$ cat src/design/srtd_pkg.sv
// shared types, codes and command classification for the transaction decoder
package srtd_pkg;

  localparam int MAX_BURST = 256;
  localparam int QDEPTH    = 4;
  localparam int QAW       = $clog2(QDEPTH);
  localparam int IN_TDATA_W  = 24;
  localparam int OUT_TDATA_W = 48;

  typedef enum logic [2:0] {
    KIND_HEADER  = 3'd0,
    KIND_DATA    = 3'd1,
    KIND_END     = 3'd2,
    KIND_UNKNOWN = 3'd3,
    KIND_EXCESS  = 3'd4
  } kind_t;

  typedef enum logic [2:0] {
    CMD_WRITE       = 3'd0,
    CMD_BURST_WRITE = 3'd1,
    CMD_READ        = 3'd2,
    CMD_BURST_READ  = 3'd3,
    CMD_STROBE      = 3'd4,
    CMD_STATUS_READ = 3'd5,
    CMD_UNKNOWN     = 3'd6
  } cmd_t;

  typedef enum logic {
    ACT_BYTES  = 1'b0,
    ACT_SELECT = 1'b1
  } action_t;

  localparam logic [1:0] SEL_LOW     = 2'd0;
  localparam logic [1:0] SEL_UNKNOWN = 2'd2;

  typedef struct packed {
    kind_t       kind;
    cmd_t        cmd;
    logic [5:0]  addr;
    logic [7:0]  value;
    logic [7:0]  idx;
    logic [8:0]  total;
  } rec_t;

  function automatic cmd_t classify(input logic [7:0] b);
    logic [5:0] a;
    cmd_t       c;
    a = b[5:0];
    if (a < 6'h30 || a == 6'h3E || a == 6'h3F) begin
      unique case (b[7:6])
        2'b00:   c = CMD_WRITE;
        2'b01:   c = CMD_BURST_WRITE;
        2'b10:   c = CMD_READ;
        default: c = CMD_BURST_READ;
      endcase
    end else if (!b[6]) begin
      c = CMD_STROBE;
    end else if (b[7]) begin
      c = CMD_STATUS_READ;
    end else begin
      c = CMD_UNKNOWN;
    end
    return c;
  endfunction

  function automatic logic [8:0] limit_of(input cmd_t c);
    logic [8:0] l;
    unique case (c)
      CMD_WRITE, CMD_READ:      l = 9'd1;
      CMD_STROBE, CMD_UNKNOWN:  l = 9'd0;
      default:                  l = 9'(MAX_BURST);
    endcase
    return l;
  endfunction

  function automatic logic reads_miso(input cmd_t c);
    return c == CMD_READ || c == CMD_BURST_READ || c == CMD_STATUS_READ;
  endfunction

endpackage

$ cat src/design/srtd_front.sv
// front end: accepts input words, tracks the transaction and builds result records
module srtd_front (
  input  logic                                 clk,
  input  logic                                 rst_n,
  input  logic                                 accept,
  input  logic                                 in_tuser,
  input  logic [srtd_pkg::IN_TDATA_W-1:0]      in_tdata,
  output logic                                 push,
  output srtd_pkg::rec_t                       push_rec
);
  import srtd_pkg::*;

  logic       expecting_r, expecting_nxt;
  logic       released_r, released_nxt;
  cmd_t       cmd_r, cmd_nxt;
  logic [5:0] addr_r, addr_nxt;
  logic [8:0] count_r, count_nxt;

  logic [7:0] mosi, miso;
  logic       mv, sv, snew;
  logic [1:0] sold;
  cmd_t       cls;
  rec_t       rec;
  logic       emit;

  assign mosi = in_tdata[7:0];
  assign miso = in_tdata[15:8];
  assign mv   = in_tdata[16];
  assign sv   = in_tdata[17];
  assign sold = in_tdata[19:18];
  assign snew = in_tdata[20];
  assign cls  = classify(mosi);

  always_comb begin
    expecting_nxt = expecting_r;
    released_nxt  = released_r;
    cmd_nxt       = cmd_r;
    addr_nxt      = addr_r;
    count_nxt     = count_r;
    emit          = 1'b0;
    rec = '{kind: KIND_HEADER, cmd: CMD_WRITE, addr: '0, value: '0, idx: '0, total: '0};
    if (action_t'(in_tuser) == ACT_SELECT) begin
      if (sold == SEL_UNKNOWN && snew) begin
        released_nxt = 1'b1;
      end
      if (sold == SEL_LOW && snew) begin
        if (cmd_r != CMD_UNKNOWN && cmd_r != CMD_STROBE && count_r != 9'd0) begin
          emit      = 1'b1;
          rec.kind  = KIND_END;
          rec.cmd   = cmd_r;
          rec.addr  = addr_r;
          rec.total = count_r;
        end
        expecting_nxt = 1'b1;
        count_nxt     = '0;
        cmd_nxt       = CMD_UNKNOWN;
        released_nxt  = 1'b1;
      end
    end else if (released_r && mv && sv) begin
      if (expecting_r) begin
        expecting_nxt = 1'b0;
        cmd_nxt       = cls;
        addr_nxt      = mosi[5:0];
        count_nxt     = '0;
        emit          = 1'b1;
        rec.addr      = mosi[5:0];
        if (cls == CMD_UNKNOWN) begin
          rec.kind  = KIND_UNKNOWN;
          rec.value = mosi;
        end else begin
          rec.kind  = KIND_HEADER;
          rec.cmd   = cls;
          rec.value = miso;
        end
      end else if (cmd_r != CMD_UNKNOWN) begin
        emit      = 1'b1;
        rec.cmd   = cmd_r;
        rec.addr  = addr_r;
        rec.value = reads_miso(cmd_r) ? miso : mosi;
        if (count_r >= limit_of(cmd_r)) begin
          rec.kind = KIND_EXCESS;
        end else begin
          rec.kind  = KIND_DATA;
          rec.idx   = count_r[7:0];
          count_nxt = count_r + 9'd1;
        end
      end
    end
  end

  assign push     = accept && emit;
  assign push_rec = rec;

  always_ff @(posedge clk) begin
    if (!rst_n) begin
      expecting_r <= 1'b1;
      released_r  <= 1'b0;
      cmd_r       <= CMD_UNKNOWN;
      addr_r      <= '0;
      count_r     <= '0;
    end else if (accept) begin
      expecting_r <= expecting_nxt;
      released_r  <= released_nxt;
      cmd_r       <= cmd_nxt;
      addr_r      <= addr_nxt;
      count_r     <= count_nxt;
    end
  end

endmodule

$ cat src/design/srtd_queue.sv
// short record queue between the front end and the output stage
module srtd_queue (
  input  logic           clk,
  input  logic           rst_n,
  input  logic           push,
  input  srtd_pkg::rec_t push_rec,
  input  logic           pop,
  output logic           full,
  output logic           empty,
  output srtd_pkg::rec_t head
);
  import srtd_pkg::*;

  rec_t           q_r [QDEPTH];
  logic [QAW-1:0] wr_r, wr_nxt;
  logic [QAW-1:0] rd_r, rd_nxt;
  logic [QAW:0]   cnt_r, cnt_nxt;
  logic           do_push, do_pop;

  assign full    = cnt_r == (QAW+1)'(QDEPTH);
  assign empty   = cnt_r == '0;
  assign head    = q_r[rd_r];
  assign do_push = push && !full;
  assign do_pop  = pop && !empty;

  always_comb begin
    wr_nxt  = do_push ? wr_r + 1'b1 : wr_r;
    rd_nxt  = do_pop ? rd_r + 1'b1 : rd_r;
    cnt_nxt = cnt_r;
    if (do_push && !do_pop) begin
      cnt_nxt = cnt_r + 1'b1;
    end else if (do_pop && !do_push) begin
      cnt_nxt = cnt_r - 1'b1;
    end
  end

  always_ff @(posedge clk) begin
    if (!rst_n) begin
      wr_r  <= '0;
      rd_r  <= '0;
      cnt_r <= '0;
    end else begin
      wr_r  <= wr_nxt;
      rd_r  <= rd_nxt;
      cnt_r <= cnt_nxt;
    end
  end

  always_ff @(posedge clk) begin
    if (do_push) begin
      q_r[wr_r] <= push_rec;
    end
  end

endmodule

$ cat src/design/srtd_back.sv
// output stage: registers one record and formats the result word
module srtd_back (
  input  logic                                 clk,
  input  logic                                 rst_n,
  input  logic                                 q_empty,
  input  srtd_pkg::rec_t                       q_head,
  output logic                                 pop,
  output logic                                 out_tvalid,
  input  logic                                 out_tready,
  output logic [2:0]                           out_tuser,
  output logic [srtd_pkg::OUT_TDATA_W-1:0]     out_tdata
);
  import srtd_pkg::*;

  rec_t rec_r;
  logic vld_r, vld_nxt;
  logic hdr;

  assign pop     = !q_empty && (!vld_r || out_tready);
  assign vld_nxt = pop || (vld_r && !out_tready);
  assign hdr     = rec_r.kind == KIND_HEADER;

  always_ff @(posedge clk) begin
    if (!rst_n) begin
      vld_r <= 1'b0;
    end else begin
      vld_r <= vld_nxt;
    end
  end

  always_ff @(posedge clk) begin
    if (pop) begin
      rec_r <= q_head;
    end
  end

  assign out_tvalid = vld_r;
  assign out_tuser  = rec_r.kind;
  assign out_tdata  = {6'd0,
                       rec_r.total,
                       rec_r.idx,
                       hdr ? rec_r.value[3:0] : 4'd0,
                       hdr ? rec_r.value[6:4] : 3'd0,
                       hdr ? rec_r.value[7] : 1'b0,
                       rec_r.value,
                       rec_r.addr,
                       rec_r.cmd};

endmodule

$ cat src/design/spi_radio_transaction_decoder.sv
// top level of the spi radio transaction decoder
//
//  channel | dir | handshake          | payload
//  in_     | in  | in_tvalid/tready   | tuser action, tdata bytes, valid flags, select levels
//  out_    | out | out_tvalid/tready  | tuser kind, tdata command, status, index, total
//
// one input word per cycle while in_tready is high; a result goes through the record queue, then the output register
// the transaction state lives in the front end and updates as each word is taken
// a four-entry record queue and the output register let either side stall alone
// in_tready drops only while the queue is full; reset is synchronous, active low
module spi_radio_transaction_decoder (
  input  logic                                 clk,
  input  logic                                 rst_n,
  input  logic                                 in_tvalid,
  output logic                                 in_tready,
  input  logic                                 in_tuser,   // action
  // ctrl_byte[7:0] radio_byte[15:8] mosi_valid[16] miso_valid[17]
  // select_old[19:18] select_new[20] zero[23:21]
  input  logic [srtd_pkg::IN_TDATA_W-1:0]      in_tdata,
  output logic                                 out_tvalid,
  input  logic                                 out_tready,
  output logic [2:0]                           out_tuser,  // kind
  // command_kind[2:0] register_address[8:3] value[16:9] chip_not_ready[17]
  // radio_state[20:18] fifo_bytes[24:21] byte_index[32:25] byte_total[41:33]
  // zero[47:42]
  output logic [srtd_pkg::OUT_TDATA_W-1:0]     out_tdata
);
  import srtd_pkg::*;

  logic accept, push, pop, q_full, q_empty;
  rec_t push_rec, q_head;

  assign in_tready = !q_full;
  assign accept    = in_tvalid && in_tready;

  srtd_front u_front (
    .clk      (clk),
    .rst_n    (rst_n),
    .accept   (accept),
    .in_tuser (in_tuser),
    .in_tdata (in_tdata),
    .push     (push),
    .push_rec (push_rec)
  );

  srtd_queue u_queue (
    .clk      (clk),
    .rst_n    (rst_n),
    .push     (push),
    .push_rec (push_rec),
    .pop      (pop),
    .full     (q_full),
    .empty    (q_empty),
    .head     (q_head)
  );

  srtd_back u_back (
    .clk        (clk),
    .rst_n      (rst_n),
    .q_empty    (q_empty),
    .q_head     (q_head),
    .pop        (pop),
    .out_tvalid (out_tvalid),
    .out_tready (out_tready),
    .out_tuser  (out_tuser),
    .out_tdata  (out_tdata)
  );

endmodule

$ cat config.mk
export PLATFORM = sky130hd
export DESIGN_NAME = spi_radio_transaction_decoder
export DESIGN_NICKNAME = d
export VERILOG_FILES = /design/src/design/srtd_pkg.sv /design/src/design/srtd_front.sv /design/src/design/srtd_queue.sv /design/src/design/srtd_back.sv /design/src/design/spi_radio_transaction_decoder.sv
export SDC_FILE = /design/constraint.sdc
export NUM_CORES = 1
export LEC_CHECK = 0
export BUFFER_PORTS_ARGS = -buffer_cell sky130_fd_sc_hd__buf_2
export CAP_MARGIN = 5
export CORE_MARGIN = 1
export CORE_UTILIZATION = 63
export DETAILED_ROUTE_END_ITERATION = 8
export PLACE_DENSITY_LB_ADDON = 0.05
export SLEW_MARGIN = 20
export SYNTH_ARGS = -nofsm -noshare
export SYNTH_HDL_FRONTEND = slang
export SYNTH_SLANG_ARGS = --single-unit
$ cat constraint.sdc
create_clock -name clk -period 7.4 [get_ports clk]
set_input_delay 1.11 -clock clk [delete_from_list [all_inputs] [get_ports clk]]
set_output_delay 1.11 -clock clk [all_outputs]
set_load 0.05 [all_outputs]
==> qor.txt, run 1 <==
RSZ-0062 raised after global routing - no
Clk_skew - 0.0103 ns
Mean routed wirelength per cell - 19.9 µm
Vias in the first global route - 4664
Initial antenna violation count - 0
Cells after Synth - 515
Sw frac - 0.328
Die Area - 14100 µm²
Vias - 4669
Comb power frac - 0.258
Synth Register Bits - 213
Number of port buffers - 72
Fin crit share - 0.531
Final ANT Viol Nets - 0
Ant. Diodes - 0
Post-CTS Resized - 0
Met2 WL post-DR - 7.73 mm
Worst-margin pin slew - 1.04 ns
Leading cell type in the layout, fill and taps excluded - edfxtp_1
Most used cell along the critical path - a21oi_1
Clock root buffer - clkbuf_16
Leakage - 3.38 nW
Cell area after synthesis - 8600 µm²
Initial DRC count - 402
First-pass GRT wire length - 24.4 mm
Core Region - 13300 µm²
Final setup fails - 0
CTS Hold Bufs - 0
Yosys warnings - 0
Clock Latency Late Sink - 0.49 ns
Clk pwr share - 0.305
Clock sink total - 213
# Post-CTS Setup Buffers - 0
Peak supply drop - 0.000386 V
Crit path DAT - 4.09 ns
Layout area overhead - 14.2%
Worst Hold Class - register to register
Crit Path Max Fanout - 20
Drt via density - 5.95
Post-synth EDFFs - 185
Pins Over Slew Limit - 0
Seq pwr share - 0.437
Largest net degree at the start of global routing - 41
Placed cell count - 748
Routed WL - 15.6 mm
Pwr Density - 349 nW/µm²
Hold WS - 0.464 ns
Gr usage total - 0.230
Setup crit start kind - input pin
Yosys cell types - 59
Internal power - 2.30 mW
Max-cap viol count - 0
Grt ovf - 0
Met3 WL post-DR - 809 µm
Ys flop type - edfxtp_1
Wire length on met1 - 6.73 mm
Drt drc - 0
Total negative setup slack - 0 ns
Share of layout cells above drive strength 1 - 0.274
Gp weighted congestion - 0.850
Syn avg cell area - 16.7 µm²
Top sig layer - met4
Critical Path RT - 7.56 ns
# rows - 42
Post-DP HPWL - 9.61 mm
Initial Utilization - 0.647
Layout Nets - 634
Final hold vios - 0
Critical Path, Cell by Cell - buf_2, nand4bb_1, a21oi_1, nand2b_1, a21oi_1, and2_1, buf_4
Most frequent cells in the layout - edfxtp_1 (185), buf_2 (72), mux4_2 (37)
Sequential fraction of the synthesis area - 0.711
Endpoint class of the critical path - register
Fmax - 254 MHz
Pre-antenna DRT Iters - 5
Max Root-Sink Buffers - 3
Worst path max stage delay - 0.92 ns
Tmin final - 3.93 ns
Headroom to the max-slew limit - 0.308
Die Y - 119 µm
Clock transition at path regs - 0.06 ns
Die width - 119 µm
Outcome - finished, final reports clean
Number of I/O pins - 82
CTS tree - done
Switching Power - 1.12 mW
CP Class - input pin to register
Cell Count, Final, Fillers Out - 785
CP max-delay cell - and2_1
H-tree levels - 1
Cts bufs inserted - 21
Post-synthesis async set-or-reset flop share - 0
==> path summary, 6_finish.rpt <==
kind	end	slack, ns	depth (start not counted)	start
setup reg to reg	u_queue.q_r[2][24]	3.91	6	u_front.cmd_r[0]
setup / recovery	u_queue.q_r[2][24]	3.47	7	in_tuser
hold / removal	u_front.addr_r[2]	0.46	2	u_front.addr_r[2]
hold reg to reg	u_front.addr_r[2]	0.46	2	u_front.addr_r[2]
==> kinds of logic after synthesis <==
family / after synthesis / synth area share
simple gates: 141 / 0.0894
compound gates: 64 / 0.0518
xor+xnor: 4 / 0.00408
buf+inv: 37 / 0.0211
mux: 45 / 0.106
flops: 213 / 0.711
fa+ha+maj: 10 / 0.0154
other cells: 1 / 0.000436
==> layer usage <==
layer | global-route usage | up-vias
li1 | - | 2152
met1 | 0.318 | 2327
met2 | 0.387 | 154
met3 | 0.0285 | 36
met4 | 0.0728 | 0
met5 | 0 | -
==> worst max-delay path: cells and delay by family <==
family / cells / cell delay (ns)
compound gates: 2 / 0.96
simple gates: 3 / 1.36
buf+inv: 2 / 0.65
==> cells in the mapped netlist, types with 3 or more instances <==
cell,instances,share of area
mux2i_1,8,0.0093
and3_1,5,0.0036
nor2_1,20,0.0087
a21boi_0,8,0.0070
nor2b_1,4,0.0029
o21ai_0,17,0.0099
nor3_1,6,0.0035
clkbuf_1,10,0.0044
buf_4,6,0.0052
or3_1,6,0.0044
dfxtp_1,28,0.065
buf_2,3,0.0017
mux4_2,37,0.097
edfxtp_1,185,0.65
nand3_1,12,0.0070
or2_2,3,0.0022
nand2_1,32,0.014
and2_1,28,0.020
a22o_1,6,0.0061
ha_1,9,0.013
o211ai_1,3,0.0026
nor4_1,3,0.0022
buf_1,5,0.0022
inv_1,10,0.0044
a21oi_1,12,0.0070
nand2b_1,3,0.0022
a211oi_1,3,0.0026
nand4_1,3,0.0022
==> power groups by stage <==
stage	logic, mW	clock network, mW	registers [mW]
3_3_place_gp	0.892	0	1.52
4_1_cts	0.898	1.06	1.50
2_1_floorplan	0.347	0	1.89
6_report	0.885	1.04	1.50
3_5_place_dp	0.896	0	1.53
5_1_grt	0.930	1.10	1.51
==> state kept, by name, indices dropped and copies added, names as in the netlist <==
signal	count
u_queue.q_r	148
u_back.out_tdata	34
u_front.count_r	9
u_front.addr_r	6
u_back.out_tuser	3
u_front.cmd_r	3
u_queue.cnt_r	3
u_queue.rd_r	2
u_queue.wr_r	2
u_back.out_tvalid	1
u_front.expecting_r	1
u_front.released_r	1
==> final cells by class <==
type / instances / area (µm²)
Sequential cell: 213 / 6120
Fill cell: 815 / 3480
Multi-Input combinational cell: 270 / 2330
Clock buffer: 28 / 634
Timing Repair Buffer: 79 / 413
Tap cell: 176 / 220
Clock inverter: 9 / 61.3
Inverter: 10 / 37.5
==> stage by stage <==
step	setup slack [ns]	instance area (µm²)	power [mW]	utilization
global placement	3.03	9120	2.41	0.686
CTS	3.47	9810	3.46	0.738
detailed placement	2.97	9120	2.42	0.686
global route	3.15	9820	3.54	0.738
floorplan	3.01	8610	2.23	-
finish	3.47	9820	3.43	0.738
Power figures use the tool's default switching activity.
==> inputs of run 2 (changes only) <==
--- a/config.mk
+++ b/config.mk
@@ -8,7 +8,7 @@
 export BUFFER_PORTS_ARGS = -buffer_cell sky130_fd_sc_hd__buf_2
 export CAP_MARGIN = 5
 export CORE_MARGIN = 1
-export CORE_UTILIZATION = 63
+export CORE_UTILIZATION = 53
 export DETAILED_ROUTE_END_ITERATION = 8
 export PLACE_DENSITY_LB_ADDON = 0.05
 export SLEW_MARGIN = 20
==> constraint.sdc (replaced) <==
create_clock -name clk -period 3.52 [get_ports clk]
set_input_delay 0.528 -clock clk [delete_from_list [all_inputs] [get_ports clk]]
set_output_delay 0.528 -clock clk [all_outputs]
set_load 0.05 [all_outputs]
==> run 2 against run 1 <==
Clock skew barely moved. Register-to-register slack got worse by 3.4 ns. Sequential share of layout area fell by 1.1 points. Sequential power is 110% higher. Via count is 0.17% lower. Utilization is 11 points lower. Clock power is 130% higher. Sequential cell count is the same. Final area rose by 1.8%. Global-route usage down 2.9 points. Largest cell class unchanged.
==> qor.txt, run 2 (synthesis gave the netlist of run 1 again) <==
CP Class - register to register
Max Root-Sink Buffers - 3 (unchanged)
Setup crit start kind - register
Peak supply drop - 0.000848 V (+120%)
Switching Power - 2.36 mW (+110%)
Sw frac - 0.316 (-0.0114)
Vias in the first global route - 4598 (-1.4%)
Final ANT Viol Nets - 0 (unchanged)
Total negative setup slack - 0 ns (unchanged)
Hold WS - 0.332 ns (-0.132 ns)
R2R Setup Slk - 0.47 ns (-3.44 ns)
# Post-CTS Setup Buffers - 0 (unchanged)
Endpoint class of the critical path - register
Clock sink total - 213 (unchanged)
Worst hold start - in_tdata[1]
RSZ-0062 raised after global routing - no
Leakage - 3.39 nW (+0.42%)
# rows - 46 (+9.5%)
Final setup fails - 0 (unchanged)
Comb power frac - 0.251 (-0.007)
Tmin final - 3.05 ns
Filler cells - 1210 (+48%)
Drt via density - 5.59 (-6.0%)
Drt drc - 0 (unchanged)
Routed WL - 16.1 mm (+3.1%)
Internal power - 5.11 mW (+120%)
Layout area overhead - 16.3%
CP max-delay cell - or4_4
Initial Utilization - 0.541 (-0.105)
Die width - 129 µm (+8.9%)
Max reg flops - 148 (unchanged)
Gr usage total - 0.201 (-0.0291)
Share of layout cells above drive strength 1 - 0.272 (-0.00238)
Clock Latency Late Sink - 0.50 ns (about the same)
Overall power - 7.47 mW (+120%)
Reg-to-Reg End - u_queue.cnt_r[2]
CTS tree - done
Pwr Density - 747 nW/µm² (+110%)
Ant. Diodes - 0 (unchanged)
Gp weighted congestion - 0.885 (+4.2%)
Critical Path RT - 3.94 ns (-3.62 ns)
Number of I/O pins - 82 (unchanged)
Core Region - 15900 µm² (+19%)
Die Y - 129 µm (+8.9%)
Post-CTS Resized - 0 (unchanged)
Grt ovf - 0 (unchanged)
Cts bufs inserted - 22 (+4.8%)
Pins Over Slew Limit - 0 (unchanged)
Clk pwr share - 0.321 (+0.016)
Pre-antenna DRT Iters - 4 (-1)
Die Area - 16700 µm² (+19%)
Clk_skew - 0.0104 ns (+0.000172 ns)
Clock transition at path regs - 0.07 ns (about the same)
Worst path max stage delay - 0.59 ns (-0.33 ns)
Worst-margin pin slew - 0.794 ns (-0.244 ns)
Vias - 4661 (-0.17%)
Hold EP - u_front.addr_r[1]
Crit Path Max Fanout - 7 (-65%)
Fin crit share - 0.867
Reg-to-reg critical path startpoint - u_front.count_r[4]
Initial DRC count - 379 (-5.7%)
Outcome - finished, final reports clean
Leading cell type in the layout, fill and taps excluded - edfxtp_1
Worst Hold Class - input pin to register
Layout Nets - 641 (+1.1%)
Post-DP HPWL - 10.0 mm (+4.5%)
Largest net degree at the start of global routing - 40 (-2.4%)
Number of port buffers - 72 (unchanged)
Max-cap viol count - 0 (unchanged)
Fmax - 328 MHz
Final hold vios - 0 (unchanged)
Initial antenna violation count - 0 (unchanged)
Headroom to the max-slew limit - 0.467 (+0.160)
Reg2reg path depth - 10 (+4)
Worst slack at placement - 0.448 ns (-2.53 ns)
First-pass GRT wire length - 25.0 mm (+2.1%)
CTS Hold Bufs - 0 (unchanged)
Crit path DAT - 3.47 ns (-0.62 ns)
Final WS setup - 0.469 ns (-3.00 ns)
Clock root buffer - clkbuf_16
H-tree levels - 1 (unchanged)
Largest register by flop count - u_queue.q_r
Critical Path, Cell by Cell - or4_4, nor4_1, nand2b_1, a21oi_1, ha_1, inv_1, fa_1, xor2_1, or3_1, a21boi_0
Cells on Worst Hold Path - 3 (+1)
Mean routed wirelength per cell - 19.3 µm (-2.9%)
Seq pwr share - 0.428 (-0.009)
Most frequent cells in the layout - edfxtp_1 (185), buf_2 (72), mux4_2 (37)
==> run 2: final cells by class <==
type                       count  area, µm²  share of cell area
clock buffer                  30        612              0.0612
multi-input combinational    270       2330               0.233
sequential                   213       6120               0.612
tap                          216        270              0.0270
inverter                      10       37.5             0.00375
clock inverter                10        145              0.0145
timing repair buffer          85        483              0.0483
==> run 2: power groups by stage <==
| stage | registers [mW] | logic, mW | clock network, mW |
|---|---|---|---|
| finish | 3.19 | 1.87 | 2.40 |
| global route | 3.24 | 1.98 | 2.55 |
| CTS | 3.20 | 1.90 | 2.45 |
| detailed placement | 3.25 | 1.90 | 0 |
| global placement | 3.25 | 1.87 | 0 |
| floorplan | 3.96 | 0.732 | 0 |
==> run 2: per-stage QoR <==
stage	util	area (µm²)	cells
2_1_floorplan	-	8620	520
3_3_place_gp	0.581	9240	794
3_5_place_dp	0.581	9240	794
4_1_cts	0.629	9990	834
5_1_grt	0.629	10000	834
6_report	0.629	10000	834
==> run 2: metal layers <==
layer / vias up / track usage / wire (µm)
met5: - / 0 / 0
met2: 117 / 0.324 / 7800
met3: 25 / 0.0293 / 754
met4: 0 / 0.0616 / 290
li1: 2166 / - / -
met1: 2353 / 0.287 / 7280
==> run 2: critical path, delay by kind of cell, from the launching register on <==
family / cells / cell delay, ns
adders and majority gates: 2 / 0.44
buffers and inverters: 1 / 0.09
and+or+nand+nor: 4 / 1.66
DFF: 1 / 0.37
AOI/OAI and AO/OA: 2 / 0.32
xor gates and xnor gates: 1 / 0.08
==> run 2: worst max path at each step <==
| stage | cells past startpoint | from | slack [ns] | to |
|---|---|---|---|---|
| CTS | 10 | u_front.count_r[4] | 0.49 | u_queue.cnt_r[2] |
| global placement | 11 | in_tuser | 0.57 | u_queue.cnt_r[2] |
| detailed placement | 11 | in_tuser | 0.45 | u_queue.cnt_r[2] |
| finish | 10 | u_front.count_r[4] | 0.47 | u_queue.cnt_r[2] |
| global route | 10 | u_front.count_r[4] | 0.25 | u_queue.cnt_r[2] |
| floorplan | 11 | in_tuser | 0.47 | u_queue.cnt_r[2] |
